--- src/sv/stvg_pkg.sv ---
`timescale 1ns / 1ps
// Shared types, constants and helpers for the stroke text vertex generator.
package stvg_pkg;

  localparam int CoordW = 32;
  localparam int WidthW = 16;
  localparam int CfgW   = 16;
  localparam int AddrW  = 5;
  localparam int DataW  = 32;

  // shared multiplier operands and result
  localparam int MulAW = 50;
  localparam int MulBW = 17;
  localparam int ProdW = MulAW + MulBW;
  // rotated or scaled offset, and offset plus pen
  localparam int VecW  = 54;
  localparam int SumW  = VecW + 2;

  localparam int FqDepth = 2;
  localparam int FqAw    = $clog2(FqDepth);

  // input opcodes
  localparam logic [1:0] OP_START   = 2'd0;
  localparam logic [1:0] OP_POINT   = 2'd1;
  localparam logic [1:0] OP_ADVANCE = 2'd2;

  // precision modes; codes above char precision act as stroke precision
  localparam logic [1:0] MODE_STRING = 2'd0;
  localparam logic [1:0] MODE_CHAR   = 2'd1;

  // register indexes
  localparam logic [2:0] REG_CHAR_HEIGHT    = 3'd0;
  localparam logic [2:0] REG_CHAR_EXPANSION = 3'd1;
  localparam logic [2:0] REG_CHAR_SPACING   = 3'd2;
  localparam logic [2:0] REG_UP_VECTOR_X    = 3'd3;
  localparam logic [2:0] REG_UP_VECTOR_Y    = 3'd4;
  localparam logic [2:0] REG_PATH_DIRECTION = 3'd5;
  localparam logic [2:0] REG_PRECISION_MODE = 3'd6;
  localparam logic [2:0] REG_FONT_HEIGHT    = 3'd7;

  localparam logic [CfgW-1:0] RST_CHAR_HEIGHT    = 16'd256;
  localparam logic [CfgW-1:0] RST_CHAR_EXPANSION = 16'd256;
  localparam logic [CfgW-1:0] RST_CHAR_SPACING   = 16'd0;
  localparam logic [CfgW-1:0] RST_UP_VECTOR_X    = 16'd0;
  localparam logic [CfgW-1:0] RST_UP_VECTOR_Y    = 16'd16384;
  localparam logic [1:0]      RST_PATH_DIRECTION = 2'd0;
  localparam logic [1:0]      RST_PRECISION_MODE = 2'd2;
  localparam logic [CfgW-1:0] RST_FONT_HEIGHT    = 16'd256;

  typedef enum logic [1:0] {
    KIND_START,
    KIND_POINT,
    KIND_ADVANCE
  } kind_t;

  typedef struct packed {
    kind_t                     kind;
    logic signed [CoordW-1:0]  coord_x;
    logic signed [CoordW-1:0]  coord_y;
    logic                      strip_begin;
    logic signed [WidthW-1:0]  advance_width;
  } fq_entry_t;

  typedef struct packed {
    logic [CfgW-1:0]        char_height;
    logic [CfgW-1:0]        char_expansion;
    logic signed [CfgW-1:0] char_spacing;
    logic signed [CfgW-1:0] up_vector_x;
    logic signed [CfgW-1:0] up_vector_y;
    logic [1:0]             path_direction;
    logic [1:0]             precision_mode;
    logic [CfgW-1:0]        font_height;
  } cfg_t;

  typedef enum logic [3:0] {
    ST_IDLE,
    ST_P_XH,
    ST_P_XE,
    ST_P_YH,
    ST_P_XUY,
    ST_P_YUX,
    ST_P_YUY,
    ST_P_XUX,
    ST_A_WH,
    ST_A_E,
    ST_A_VH,
    ST_A_DU1,
    ST_A_DU2,
    ST_FIN
  } bk_state_t;

  typedef struct packed {
    logic                     flag;
    logic signed [CoordW-1:0] value;
  } sat_t;

  localparam logic signed [SumW-1:0] SatHi = SumW'(2147483647);
  localparam logic signed [SumW-1:0] SatLo = ~SatHi;

  function automatic sat_t sat_coord(input logic signed [SumW-1:0] v);
    sat_t r;
    r.flag  = 1'b0;
    r.value = v[CoordW-1:0];
    if (v > SatHi) begin
      r.flag  = 1'b1;
      r.value = SatHi[CoordW-1:0];
    end else if (v < SatLo) begin
      r.flag  = 1'b1;
      r.value = SatLo[CoordW-1:0];
    end
    return r;
  endfunction

endpackage

--- src/sv/stvg_regs.sv ---
`timescale 1ns / 1ps
// APB-style configuration register file.
module stvg_regs
  import stvg_pkg::*;
(
  input  logic             clk,
  input  logic             rst_n,
  input  logic             psel,
  input  logic             penable,
  input  logic             pwrite,
  input  logic [AddrW-1:0] paddr,
  input  logic [DataW-1:0] pwdata,
  output logic [DataW-1:0] prdata,
  output logic             pready,
  output cfg_t             cfg
);

  cfg_t       cfg_r, cfg_nxt;
  logic [2:0] idx;
  logic       wr_en;

  assign idx    = paddr[AddrW-1:2];
  assign wr_en  = psel & penable & pwrite;
  assign pready = 1'b1;
  assign cfg    = cfg_r;

  always_comb begin
    cfg_nxt = cfg_r;
    if (wr_en) begin
      unique case (idx)
        REG_CHAR_HEIGHT:    cfg_nxt.char_height    = pwdata[CfgW-1:0];
        REG_CHAR_EXPANSION: cfg_nxt.char_expansion = pwdata[CfgW-1:0];
        REG_CHAR_SPACING:   cfg_nxt.char_spacing   = pwdata[CfgW-1:0];
        REG_UP_VECTOR_X:    cfg_nxt.up_vector_x    = pwdata[CfgW-1:0];
        REG_UP_VECTOR_Y:    cfg_nxt.up_vector_y    = pwdata[CfgW-1:0];
        REG_PATH_DIRECTION: cfg_nxt.path_direction = pwdata[1:0];
        REG_PRECISION_MODE: cfg_nxt.precision_mode = pwdata[1:0];
        REG_FONT_HEIGHT:    cfg_nxt.font_height    = pwdata[CfgW-1:0];
        default:            cfg_nxt = cfg_r;
      endcase
    end
  end

  always_comb begin
    unique case (idx)
      REG_CHAR_HEIGHT:    prdata = DataW'(cfg_r.char_height);
      REG_CHAR_EXPANSION: prdata = DataW'(cfg_r.char_expansion);
      REG_CHAR_SPACING:   prdata = DataW'($unsigned(cfg_r.char_spacing));
      REG_UP_VECTOR_X:    prdata = DataW'($unsigned(cfg_r.up_vector_x));
      REG_UP_VECTOR_Y:    prdata = DataW'($unsigned(cfg_r.up_vector_y));
      REG_PATH_DIRECTION: prdata = DataW'(cfg_r.path_direction);
      REG_PRECISION_MODE: prdata = DataW'(cfg_r.precision_mode);
      REG_FONT_HEIGHT:    prdata = DataW'(cfg_r.font_height);
      default:            prdata = '0;
    endcase
  end

  always_ff @(posedge clk) begin
    if (!rst_n) begin
      cfg_r.char_height    <= RST_CHAR_HEIGHT;
      cfg_r.char_expansion <= RST_CHAR_EXPANSION;
      cfg_r.char_spacing   <= RST_CHAR_SPACING;
      cfg_r.up_vector_x    <= RST_UP_VECTOR_X;
      cfg_r.up_vector_y    <= RST_UP_VECTOR_Y;
      cfg_r.path_direction <= RST_PATH_DIRECTION;
      cfg_r.precision_mode <= RST_PRECISION_MODE;
      cfg_r.font_height    <= RST_FONT_HEIGHT;
    end else begin
      cfg_r <= cfg_nxt;
    end
  end

endmodule

--- config.mk ---
export PLATFORM = sky130hd
export DESIGN_NAME = stvg_regs
export DESIGN_NICKNAME = d
export VERILOG_FILES = /design/src/sv/stvg_pkg.sv /design/src/sv/stvg_regs.sv
export SDC_FILE = /design/constraint.sdc
export NUM_CORES = 1
export LEC_CHECK = 0
export BUFFER_PORTS_ARGS = -buffer_cell sky130_fd_sc_hd__buf_2
export CAP_MARGIN = 10
export CORE_AREA = 2 2 137 72
export CTS_CLUSTER_SIZE = 16
export DETAILED_ROUTE_END_ITERATION = 7
export DIE_AREA = 0 0 139 74
export MAX_ROUTING_LAYER = met4
export PLACE_DENSITY = 0.81
export RECOVER_POWER = 50
export SLEW_MARGIN = 10
export SYNTH_ARGS = -nofsm -noshare
export SYNTH_HDL_FRONTEND = slang
export SYNTH_SLANG_ARGS = --single-unit
--- constraint.sdc ---
create_clock -name clk -period 4.6 [get_ports clk]
set_clock_uncertainty 0.1 [all_clocks]
set_input_delay 0.69 -clock clk [delete_from_list [all_inputs] [get_ports clk]]
set_output_delay 0.69 -clock clk [all_outputs]
set_load 0.01 [all_outputs]
After elaboration in Yosys (flattened, before gate mapping)
Index checks and enable logic that the tools add are counted.
{"block": "word_totals", "regBits": 100, "out_inout_bits": 133, "in_bits": 42}
{"block": "op_classes", "n_reduce_logical": 9, "n_eq_ne": 7, "bitwise": 2, "n_mux": 1}
{"cell": "32-bit one-hot mux with 8 select lines", "n": 1}
{"cell": "2-bit AND reduction", "n": 8}
{"cell": "3-bit == test, second input constant", "n": 4}
{"cell": "3-bit by 2-bit == test with 1-bit output, second input constant", "n": 2}
{"cell": "3-bit by 1-bit == test with 1-bit output, second input constant", "n": 1}
{"cell": "3-bit logical NOT", "n": 1}
{"cell": "1-bit bitwise AND", "n": 2}

Logic depth before layout (Yosys ltp)
{"block": "logic_depth", "word_depth": 3, "mapped_depth": 6, "mapped_depth_nobuf": 3}

Worst setup path after synthesis
No wires, ideal clock.
{"block": "synth_timing", "kind": "input to output", "from": "input paddr[3]", "to": "output prdata[0]", "cell_stages": 5, "arrival_time_ps": 1719, "t_required_ps": 3810, "setup_slack_ps": 2091, "path_buffers": 3, "path_cell_list": "buf_6 -> buf_2 -> clkbuf_1 -> o31ai_1 -> o32a_1"}
{"block": "synth_between", "elab_chain_len": 2, "word_cells_on_any_way": 9}
{"item": "start, declared", "line_no": "stvg_regs.sv:11", "text": "input logic [AddrW-1:0] paddr,"}
{"item": "3-bit == test (tied with other cells)", "line_no": "stvg_regs.sv:45", "text": "unique case (idx)"}
{"item": "32-bit one-hot mux with 8 select lines *", "line_no": "stvg_regs.sv:45"}
{"item": "end, declared", "line_no": "stvg_regs.sv:13", "text": "output logic [DataW-1:0] prdata,"}
Every way passes the cells marked *; elsewhere a longest branch is shown, timed or not. The select of a mux whose other input is x is not followed.

Worst setup path after layout
Same ends and word-level chain as after synthesis.

==> qor.txt <==
Status: complete, but fails checks
Failing checks: capacitance limit, slew limit
Post-DP HPWL: 9.72 mm
DR vias: 4,231
Num rows: 25
Power Dens Cells: 322 nW/µm²
Measured slew at the worst slew-check pin: 2.05 ns
Vias per std cell: 5.63
Synth cell types: 40
Chip Width: 139 µm
Beginning of the critical path: paddr[3]
Routability cong.: 0.861
Total number of H-tree levels: 3
Worst Setup End Kind: output pin
CTS Buf Count: 9
Initial Util: 51.9%
Number of synthesized register bits: 100
Worst vdd ir: 0.215 mV
PortBufs: 139
Core area: 9130 µm²
Period minus WS final: 3.20 ns
Worst EP arrival: 2.41 ns
Ys flop type: dfxtp_1
Worst Path Required: 3.81 ns
R2r startpoint: cfg[34]
Post-CTS Resized: 0
CTS Buffer Depth: 2
Initial antenna violation count: 0
Clock Sinks: 100
Share of cells above drive strength 1: 12.5%
Static Leakage: 2.13 nW
CP Class: in2out
Slew margin rel.: -36.6%
DR WL/cell: 18.6 µm
Slowest cell on crit path: buf_2
Area grow syn2layout: 17.1%
Avg Inst Size Synth: 9.35 µm²
Worst-skew pair later-pin latency: 0.34 ns
CTS tree: yes
RSZ-0062 raised after global routing: false
Largest net degree at the start of global routing: 107
Post-synthesis sequential area ratio: 42.2%
CTS root buffer: clkbuf_16
CP Cell Sequence: buf_2 > inv_1 > o32ai_1 > o32a_1 > buf_2
Cells after synthesis: 507
Worst setup SP type: input port
Post-synth EDFFs: 0
Non-Filler Instances: 752
Count of boundary I/O pins: 175
Worst-path maximum fanout: 37
CP peak stage delay: 0.60 ns
Final Net Count: 668
Dpl cells: 736
Die Span Y: 74 µm
Max-cap violations: 1
Residual DRC: 0
Iteration count of the initial detailed-routing pass: 5
Starting DRT DRC Count: 380
Gr usage total: 28.1%
Clock transition at the registers of the reported paths: 0.06 ns
CTS Hold Buffers Added: 0
Fill cell total of the finished layout: 837
Max reg flops: 100
Fin. max-slew vios: 107
Asr flop ratio synth: 0%
Crit share post-route: 69.5%
Hold Crit Class: reg2reg
Congestion Overflow GR: 0
Routed WL: 14.0 mm
Antenna diode count: 0
Final setup TNS: 0 ns
Crit-path most repeated cell: buf_2
Final hold vios: 0
Min-delay src: cfg[1]
Die Area: 10,300 µm²
Number of global-route vias before repair: 4,122
First-pass GRT wire length: 21.6 mm
ANT nets after route: 0
Post-CTS Setup Repair Bufs: 0
Setup violations, final: 0
Yosys warns: 0
Hold WS: 0.373 ns
Fmax: 313 MHz
Synth Cell Area: 4740 µm²
[critical path: cells and delay by family]
kind | cells | cell delay, ns
compound gates | 2 | 0.61
buf+inv | 3 | 1.09
[cells in the final DEF (no fill, tap or decap), types with 2 or more instances in the layout]
| cell type | n |
|---|---|
| nand2b_1 | 10 |
| a221oi_1 | 8 |
| o221ai_1 | 2 |
| clkbuf_8 | 2 |
| nor2_2 | 4 |
| mux2i_1 | 102 |
| o21ai_0 | 13 |
| buf_2 | 38 |
| nor2_1 | 15 |
| or3_1 | 2 |
| a32oi_1 | 6 |
| nor3b_1 | 15 |
| o22ai_1 | 5 |
| o311ai_0 | 2 |
| and3_1 | 7 |
| dfxtp_1 | 100 |
| nand2_1 | 113 |
| o31ai_1 | 2 |
| mux2_2 | 6 |
| buf_4 | 9 |
| nor2b_1 | 5 |
| clkbuf_1 | 104 |
| clkbuf_16 | 9 |
| a21oi_1 | 9 |
| conb_1 | 17 |
| a21bo_2 | 4 |
| inv_1 | 4 |
| a22oi_1 | 4 |
[synth_stat cells, types with 2 or more instances]
master | instances | share of area [%]
inv_1 | 4 | 0.32
o22ai_1 | 5 | 0.66
nand2b_1 | 10 | 1.3
or3_1 | 2 | 0.26
a221oi_1 | 8 | 1.5
a21oi_1 | 9 | 0.95
o311ai_0 | 2 | 0.37
mux2i_1 | 102 | 22
buf_6 | 6 | 1.4
conb_1 | 2 | 0.16
nor2_1 | 15 | 1.2
dfxtp_1 | 100 | 42
nor3b_1 | 15 | 2.4
nor2_2 | 4 | 0.53
o221ai_1 | 2 | 0.37
buf_2 | 4 | 0.42
nor2b_1 | 5 | 0.66
and3_1 | 7 | 0.92
mux2_2 | 6 | 1.4
o31ai_1 | 2 | 0.32
a21bo_2 | 4 | 0.85
nand2_1 | 113 | 9.0
o21ai_0 | 13 | 1.4
a32oi_1 | 6 | 1.1
buf_4 | 20 | 3.2
clkbuf_1 | 24 | 1.9
a22oi_1 | 4 | 0.63
[power breakdown]
part           leakage [nW]  switching, W  internal, W
Sequential            0.806    0.00000557     0.000872
Combinational          1.18      0.000104    0.0000464
Clock                 0.144      0.000307     0.000453
Total                  2.13      0.000417      0.00137
[cells by family after synthesis]
group                  count (synthesis)  synth area share, %
AND/OR/NAND/NOR                      177                 17.8
multiplexers                         109                 23.4
other                                  2                0.158
AO/OA/AOI/OAI                         60                 9.00
buffers and inverters                 59                 7.31
flip-flops                           100                 42.2
[metal layers]
| metal | vias to the layer above | routed length, µm | track usage [%] |
|---|---|---|---|
| met5 | - | 0 | - |
| met1 | 2072 | 6310 | 36.4 |
| met4 | 0 | 95 | 7.63 |
| met2 | 182 | 6420 | 44.1 |
| met3 | 12 | 1180 | 7.60 |
| li1 | 1965 | - | - |
[cell type report]
| type | instances | area [µm²] | area share [%] |
|---|---|---|---|
| Multi-Input combinational cell | 363 | 2450 | 44.1 |
| Clock inverter | 1 | 30.0 | 0.541 |
| Tap cell | 121 | 151 | 2.73 |
| Timing Repair Buffer | 148 | 638 | 11.5 |
| Sequential cell | 100 | 2000 | 36.1 |
| Inverter | 4 | 15.0 | 0.271 |
| Clock buffer | 15 | 268 | 4.82 |
[final timing paths]
| path | endpoint | slack [ns] | depth (start not counted) |
|---|---|---|---|
| hold reg to reg | cfg[1] | 0.37 | 2 |
| setup reg to reg | cfg[34] | 3.66 | 2 |
| hold / removal | cfg[1] | 0.37 | 2 |
| setup / recovery | prdata[0] | 1.40 | 5 |
[metrics by stage]
step	setup slack, ns	power (W)	instance area [µm²]	util (%)
after CTS	1.39	0.00180	5680	62.2
final	1.40	0.00179	5550	60.8
after detailed placement	1.42	0.00105	5380	58.9
after global routing	1.26	0.00184	5550	60.8
after floorplan	2.09	0.00101	4790	-
after global placement	1.40	0.00104	5380	58.9
Note: power is estimated with default switching activity, not from simulation.
