==> src/sv/stvg_pkg.sv <==
`timescale 1ns / 1ps
// Shared types, constants and helpers for the stroke text vertex generator.
package stvg_pkg;

  localparam int CoordW = 32;
  localparam int WidthW = 16;
  localparam int CfgW   = 16;
  localparam int AddrW  = 5;
  localparam int DataW  = 32;

  // shared multiplier operands and result
  localparam int MulAW = 50;
  localparam int MulBW = 17;
  localparam int ProdW = MulAW + MulBW;
  // rotated or scaled offset, and offset plus pen
  localparam int VecW  = 54;
  localparam int SumW  = VecW + 2;

  localparam int FqDepth = 2;
  localparam int FqAw    = $clog2(FqDepth);

  // input opcodes
  localparam logic [1:0] OP_START   = 2'd0;
  localparam logic [1:0] OP_POINT   = 2'd1;
  localparam logic [1:0] OP_ADVANCE = 2'd2;

  // precision modes; codes above char precision act as stroke precision
  localparam logic [1:0] MODE_STRING = 2'd0;
  localparam logic [1:0] MODE_CHAR   = 2'd1;

  // register indexes
  localparam logic [2:0] REG_CHAR_HEIGHT    = 3'd0;
  localparam logic [2:0] REG_CHAR_EXPANSION = 3'd1;
  localparam logic [2:0] REG_CHAR_SPACING   = 3'd2;
  localparam logic [2:0] REG_UP_VECTOR_X    = 3'd3;
  localparam logic [2:0] REG_UP_VECTOR_Y    = 3'd4;
  localparam logic [2:0] REG_PATH_DIRECTION = 3'd5;
  localparam logic [2:0] REG_PRECISION_MODE = 3'd6;
  localparam logic [2:0] REG_FONT_HEIGHT    = 3'd7;

  localparam logic [CfgW-1:0] RST_CHAR_HEIGHT    = 16'd256;
  localparam logic [CfgW-1:0] RST_CHAR_EXPANSION = 16'd256;
  localparam logic [CfgW-1:0] RST_CHAR_SPACING   = 16'd0;
  localparam logic [CfgW-1:0] RST_UP_VECTOR_X    = 16'd0;
  localparam logic [CfgW-1:0] RST_UP_VECTOR_Y    = 16'd16384;
  localparam logic [1:0]      RST_PATH_DIRECTION = 2'd0;
  localparam logic [1:0]      RST_PRECISION_MODE = 2'd2;
  localparam logic [CfgW-1:0] RST_FONT_HEIGHT    = 16'd256;

  typedef enum logic [1:0] {
    KIND_START,
    KIND_POINT,
    KIND_ADVANCE
  } kind_t;

  typedef struct packed {
    kind_t                     kind;
    logic signed [CoordW-1:0]  coord_x;
    logic signed [CoordW-1:0]  coord_y;
    logic                      strip_begin;
    logic signed [WidthW-1:0]  advance_width;
  } fq_entry_t;

  typedef struct packed {
    logic [CfgW-1:0]        char_height;
    logic [CfgW-1:0]        char_expansion;
    logic signed [CfgW-1:0] char_spacing;
    logic signed [CfgW-1:0] up_vector_x;
    logic signed [CfgW-1:0] up_vector_y;
    logic [1:0]             path_direction;
    logic [1:0]             precision_mode;
    logic [CfgW-1:0]        font_height;
  } cfg_t;

  typedef enum logic [3:0] {
    ST_IDLE,
    ST_P_XH,
    ST_P_XE,
    ST_P_YH,
    ST_P_XUY,
    ST_P_YUX,
    ST_P_YUY,
    ST_P_XUX,
    ST_A_WH,
    ST_A_E,
    ST_A_VH,
    ST_A_DU1,
    ST_A_DU2,
    ST_FIN
  } bk_state_t;

  typedef struct packed {
    logic                     flag;
    logic signed [CoordW-1:0] value;
  } sat_t;

  localparam logic signed [SumW-1:0] SatHi = SumW'(2147483647);
  localparam logic signed [SumW-1:0] SatLo = ~SatHi;

  function automatic sat_t sat_coord(input logic signed [SumW-1:0] v);
    sat_t r;
    r.flag  = 1'b0;
    r.value = v[CoordW-1:0];
    if (v > SatHi) begin
      r.flag  = 1'b1;
      r.value = SatHi[CoordW-1:0];
    end else if (v < SatLo) begin
      r.flag  = 1'b1;
      r.value = SatLo[CoordW-1:0];
    end
    return r;
  endfunction

endpackage

==> src/sv/stvg_front.sv <==
`timescale 1ns / 1ps
// Input stage: accepts items, decodes the opcode and queues them for the back end.
module stvg_front
  import stvg_pkg::*;
(
  input  logic                     clk,
  input  logic                     rst_n,
  input  logic                     in_valid,
  output logic                     in_ready,
  input  logic [1:0]               in_opcode,
  input  logic signed [CoordW-1:0] in_coord_x,
  input  logic signed [CoordW-1:0] in_coord_y,
  input  logic                     in_strip_begin,
  input  logic signed [WidthW-1:0] in_advance_width,
  output logic                     q_valid,
  output fq_entry_t                q_entry,
  input  logic                     q_pop
);

  fq_entry_t        fq_mem_r [FqDepth];
  logic [FqAw-1:0]  wr_ptr_r, wr_ptr_nxt;
  logic [FqAw-1:0]  rd_ptr_r, rd_ptr_nxt;
  logic [FqAw:0]    cnt_r, cnt_nxt;
  fq_entry_t        entry;
  logic             entry_ok;
  logic             push;

  always_comb begin
    entry.coord_x       = in_coord_x;
    entry.coord_y       = in_coord_y;
    entry.strip_begin   = in_strip_begin;
    entry.advance_width = in_advance_width;
    entry_ok            = 1'b1;
    unique case (in_opcode)
      OP_START:   entry.kind = KIND_START;
      OP_POINT:   entry.kind = KIND_POINT;
      OP_ADVANCE: entry.kind = KIND_ADVANCE;
      default: begin
        // unused opcode: taken and dropped
        entry.kind = KIND_START;
        entry_ok   = 1'b0;
      end
    endcase
  end

  assign in_ready = (cnt_r != (FqAw+1)'(FqDepth));
  assign push     = in_valid & in_ready & entry_ok;
  assign q_valid  = (cnt_r != '0);
  assign q_entry  = fq_mem_r[rd_ptr_r];

  always_comb begin
    wr_ptr_nxt = push  ? wr_ptr_r + 1'b1 : wr_ptr_r;
    rd_ptr_nxt = q_pop ? rd_ptr_r + 1'b1 : rd_ptr_r;
    cnt_nxt    = cnt_r + (FqAw+1)'(push) - (FqAw+1)'(q_pop);
  end

  always_ff @(posedge clk) begin
    if (!rst_n) begin
      wr_ptr_r <= '0;
      rd_ptr_r <= '0;
      cnt_r    <= '0;
    end else begin
      wr_ptr_r <= wr_ptr_nxt;
      rd_ptr_r <= rd_ptr_nxt;
      cnt_r    <= cnt_nxt;
    end
  end

  always_ff @(posedge clk) begin
    if (push) begin
      fq_mem_r[wr_ptr_r] <= entry;
    end
  end

  a_no_pop_empty: assert property (@(posedge clk) disable iff (!rst_n)
    q_pop |-> cnt_r != '0)
    else $error("queue popped while empty");

endmodule

==> config.mk <==
export PLATFORM = sky130hd
export DESIGN_NAME = stvg_front
export DESIGN_NICKNAME = d
export VERILOG_FILES = /design/src/sv/stvg_pkg.sv /design/src/sv/stvg_front.sv
export SDC_FILE = /design/constraint.sdc
export NUM_CORES = 1
export LEC_CHECK = 0
export BUFFER_PORTS_ARGS = -buffer_cell sky130_fd_sc_hd__buf_2
export CAP_MARGIN = 30
export CORE_UTILIZATION = 56
export DETAILED_ROUTE_END_ITERATION = 10
export GPL_TIMING_DRIVEN = 1
export PLACE_DENSITY = 0.85
export SLEW_MARGIN = 25
export SYNTH_ARGS = -nofsm -noshare
export SYNTH_HDL_FRONTEND = slang
export SYNTH_SLANG_ARGS = --single-unit
==> constraint.sdc <==
create_clock -name clk -period 7.1 [get_ports clk]
set_input_delay 0.355 -clock clk [delete_from_list [all_inputs] [get_ports clk]]
set_output_delay 0.355 -clock clk [all_outputs]
set_load 0.1 [all_outputs]
== Yosys cells after proc, flatten, opt, wreduce, memory -nomap -nowiden ==
Memories as Yosys holds them, arrays and structs flattened. A register that Yosys moved wholly into a read port is not among the register bits.
Cells that the tools add are included.
Storage, ports and cells
  latch bits: 0
  memories: 1
  flip-flop bits (word level): 4
  memory bits (writable): 166
  output and inout bits: 85
  bits of input ports: 87
  memory bits (read-only): 0
Cells by class
  shift-type cells: 0
  div/mod/pow operators: 0
  order comparisons: 0
  reductions and logical operators: 3
  multipliers: 0
  equality and inequality tests: 3
  muxes and demuxes: 6
  bitwise gates (word level): 2
  add/subtract/negate cells: 4
Memory list
  fq_mem_r: depth 2, width 83, read ports 1, clocked after memory_dff 1, write ports 1, line stvg_front.sv:20  | fq_entry_t fq_mem_r [FqDepth];
Operator list (count)
  2-to-1 mux 1 bit: 5
  one-hot mux 2 bit (2 select lines): 1
  OR reduction 3 bit: 1
  adder 1 bit (second input constant): 2
  adder 2 x 1 -> 2 bit: 1
  AND 1 bit: 2
  equality test 2 x 1 -> 1 bit (second input constant): 1
  equality test 2 bit (second input constant): 1
  zero test 2 bit: 1
  inequality test 2 bit (second input constant): 1
  nonzero test 2 bit: 1
  subtractor 2 x 1 -> 2 bit: 1

== Logic depth before layout (Yosys ltp) ==
  depth in word-level cells: 6
  gate-level depth with buffers: 8
  gate-level depth less buffers: 8

== Worst setup path before layout ==
OpenSTA, ideal clock, no wires.
  path type: reg-to-reg
  start: reg cnt_r[1]
  end: mem fq_mem_r[1][0] (netlist name) (enable)
  setup time: 0.525 ns
  cell stages (with the launch flop): 5
  arrival time: 4.729 ns
  setup slack: 1.845 ns
  required time: 6.575 ns
  path through: dfxtp_1 nor2b_4 inv_1 nand2b_1 nor2_1
Between the ends
  cells in the longest elaborated chain, start to end: 5
Ends and longest elaborated chain
  start, declared: line stvg_front.sv:23  | logic [FqAw:0] cnt_r, cnt_nxt;
  start signal, assigned: line stvg_front.sv:65  | cnt_r <= cnt_nxt;
  inequality test 2 bit: line stvg_front.sv:46  | assign in_ready = (cnt_r != (FqAw+1)'(FqDepth));
  net in_ready: line stvg_front.sv:9  | output logic in_ready,
  AND 1 bit (2 in a row): line stvg_front.sv:47  | assign push = in_valid & in_ready & entry_ok;
  2-to-1 mux 1 bit: line stvg_front.sv:70  | if (push) begin
  2-to-1 mux 1 bit (implied by the code): line stvg_front.sv:71  | fq_mem_r[wr_ptr_r] <= entry;
  end, declared: line stvg_front.sv:20
The timed path passes the listed nets, and every way through them passes these cells.

==> impl_metrics.yaml <==
outcome:
  status: "complete, no violations"
grt:
  groute.usage.overall: 0.192
  grt_antenna_before_repair: 0
  grt_pass1_vias: 3340
  grt-ovfl-total: 0
  global_route_wire_length_before_repair_um: 16000
  maximum_number_of_pins_on_one_net_before_global_route_repair: 65
job:
  drv_cap: 0
place:
  hpwl_um: 6710
  gp_congestion: 0.678
  buffers_added_on_ports: 171
synthesis:
  ys.warnings.count: 0
  synthDominantCellAreaShare: 0.794
  mappedNetlistNets: 376
  yosysUniqueCellTypes: 22
  synthesis.instances: 288
  synthTopCellsByArea: "sky130_fd_sc_hd__edfxtp_1 79%, sky130_fd_sc_hd__mux2_2 12%, sky130_fd_sc_hd__mux2_1 2.7%"
  synth_area_leader_cell: "sky130_fd_sc_hd__edfxtp_1"
  post_synthesis_sequential_area_ratio: 0.810
  ff_latch_count_synth: 171
  avg_synthesized_cell_area_um2: 21.8
  synthesis.area_um2: 6270
clock_network:
  htree_num_levels: 4
  cts_setup_buffers: 0
  ctsRootBufferMaster: "sky130_fd_sc_hd__clkbuf_8"
  cts_buffer_depth: 2
  clk_pin_slew_ns: 0.06
  tritoncts: "yes"
  number_of_buffers_added_by_the_clock_tree_synthesis_step: 17
  cts.sinks: 171
  clkLatencyLatePin_ns: 0.52
drt:
  finalWirelength_um: 10700
  drcViolationCount: 0
  detail_route.iter0.violations: 189
  drtPass1Iterations: 4
  ant_nets: 0
  via_total_after_detailed_routing: 3244
  avgRoutedWirePerCell_um: 16.9
  viasPerCell: 5.12
worst_setup_path:
  cp_max_fo: 48
  timing.critical_path.required_ns: 6.74
  path_class: "register to output pin"
  critPathLaunchType: "register"
  timing.critical_path.arrival_ns: 2.21
  cp-end-kind: "output pin"
power_and_ir_drop:
  pwr_density_cell_nw_per_um2: 358
  power_leakage_nw: 2.95
  worst_ir_drop_vdd_mv: 0.254
floorplanning:
  core_um2: 10900
  floorplan.die.width_um: 108
  die_h_um: 108
  io_pins: 172
  rows: 38
  dieArea_um2: 11600
  start_util: 0.576
timing:
  finalHoldViolations: 0
  post-route-min-period_ns: 2.56
  tns_setup_ns: 0
  finalCritPeriodShare: 0.361
  final-setup-viol-count: 0
  final_skew_ns: 0.00547
  slew_violations: 0
  max-slew-margin-rel: 0.424
  unrepaired_setup_endpoints_after_global_routing: "false"
  maxClockFrequency_mhz: 390
  tightest_slew_ns: 0.863
min_path:
  worstHoldPathType: "input pin to register"
finish:
  drive_gt1_frac: 0.551
  finalCoreUtilization: 0.724
  fillerInstances: 668
  area_delta_synth_final_pct: 25.7
  nets_final: 571
  n_antenna_cell: 0
-- state kept, by name, summed over array words and instances, names as in the netlist, named ones only --
| register | flops |
|---|---|
| cnt_r | 2 |
| wr_ptr_r | 1 |
| fq_mem_r | 166 |
| rd_ptr_r | 1 |
-- layer usage --
metal | share of wire | global-route usage | vias to the layer above
met3 | 0.071 | 0.0642 | 15
li1 | - | - | 1524
met1 | 0.37 | 0.216 | 1576
met2 | 0.55 | 0.337 | 129
met5 | 0 | 0 | -
met4 | 0.012 | 0.0753 | 0
-- area by class of cell --
class	instances	area (µm²)	area share
inverters	4	16.3	0.00206
well taps	140	175	0.0222
clock inverters	9	76.3	0.00968
clock buffers	21	429	0.0544
flip-flops and latches	171	5090	0.645
multi-input cells	104	1090	0.138
repair buffers	185	1010	0.128
-- repair_timing --
item                      in CTS  in global routing
gates resized for setup        0                  0
hold endpoints to repair      19                  2
hold buffers                  10                  1
-- Yosys cell counts --
master / count
sky130_fd_sc_hd__nand2b_1: 1
sky130_fd_sc_hd__edfxtp_1: 166
sky130_fd_sc_hd__buf_6: 7
sky130_fd_sc_hd__buf_4: 1
sky130_fd_sc_hd__dfxtp_1: 5
sky130_fd_sc_hd__mux2_1: 15
sky130_fd_sc_hd__a21oi_1: 1
sky130_fd_sc_hd__and2_1: 2
sky130_fd_sc_hd__inv_1: 4
sky130_fd_sc_hd__buf_2: 1
sky130_fd_sc_hd__nor2b_4: 1
sky130_fd_sc_hd__or2_2: 1
sky130_fd_sc_hd__ha_1: 1
sky130_fd_sc_hd__nor2b_1: 1
sky130_fd_sc_hd__mux2_2: 69
sky130_fd_sc_hd__or3_1: 1
sky130_fd_sc_hd__o21ai_0: 1
sky130_fd_sc_hd__o21ai_1: 1
sky130_fd_sc_hd__and2b_1: 1
sky130_fd_sc_hd__a21bo_1: 1
sky130_fd_sc_hd__xnor2_1: 3
sky130_fd_sc_hd__nor2_1: 4
-- logic make-up after synthesis --
| kind of cell | synth area share |
|---|---|
| AO/OA/AOI/OAI | 0.00399 |
| XOR/XNOR | 0.00419 |
| AND/OR/NAND/NOR | 0.0118 |
| flip-flops | 0.810 |
| adder cells (fa/ha/maj) | 0.00199 |
| buffers and inverters | 0.0169 |
| multiplexers | 0.151 |
-- cells in the final DEF, fill, tap and decap left out, drive strengths merged --
| master | count |
|---|---|
| nor2b | 2 |
| nand2b | 1 |
| or3 | 1 |
| dfxtp | 5 |
| bufinv | 1 |
| mux2 | 84 |
| and2b | 1 |
| clkbuf | 21 |
| nor2 | 4 |
| clkinv | 7 |
| dlygate4sd3 | 11 |
| clkinvlp | 2 |
| a21bo | 1 |
| and2 | 2 |
| edfxtp | 166 |
| a21oi | 1 |
| or2 | 1 |
| inv | 3 |
| buf | 174 |
| xnor2 | 3 |
| o21ai | 2 |
| ha | 1 |
-- per-stage QoR --
| step | cells | hold slack (ns) | area (µm²) | worst slack (ns) | total power [W] |
|---|---|---|---|---|---|
| after floorplan | 288 | 0.454 | 6270 | 1.85 | 0.00193 |
| after global placement | 592 | 0.482 | 7240 | 4.57 | 0.00203 |
| after detailed placement | 593 | 0.483 | 7270 | 4.49 | 0.00205 |
| after CTS | 633 | 0.000166 | 7880 | 4.50 | 0.00284 |
| after global routing | 634 | 0.00217 | 7890 | 4.42 | 0.00291 |
| final | 634 | 0.0234 | 7890 | 4.54 | 0.00282 |
-- critical path: stages, from the launching register on --
cell and delay (ns):
sky130_fd_sc_hd__dfxtp_4 0.68, sky130_fd_sc_hd__buf_16 0.31, sky130_fd_sc_hd__mux2_2 0.38, sky130_fd_sc_hd__buf_2 0.29
-- power by group --
part / internal [W] / leakage [nW] / switching [W]
clock network: 0.000456 / 0.242 / 0.000338
registers: 0.00121 / 1.58 / 0.0000292
logic: 0.000142 / 1.13 / 0.000644
-- path summary, 6_finish.rpt --
check,startpoint,to,cells past startpoint,slack [ns]
worst max register to register,cnt_r[1],fq_mem_r[1][23],5,4.77
worst min-delay path,in_coord_y[5],fq_mem_r[0][22],1,0.02
worst max-delay path,register,q_entry[62],3,4.54
worst min register to register,wr_ptr_r,wr_ptr_r,2,0.50
No activity file was read; power rests on OpenSTA's default activity.
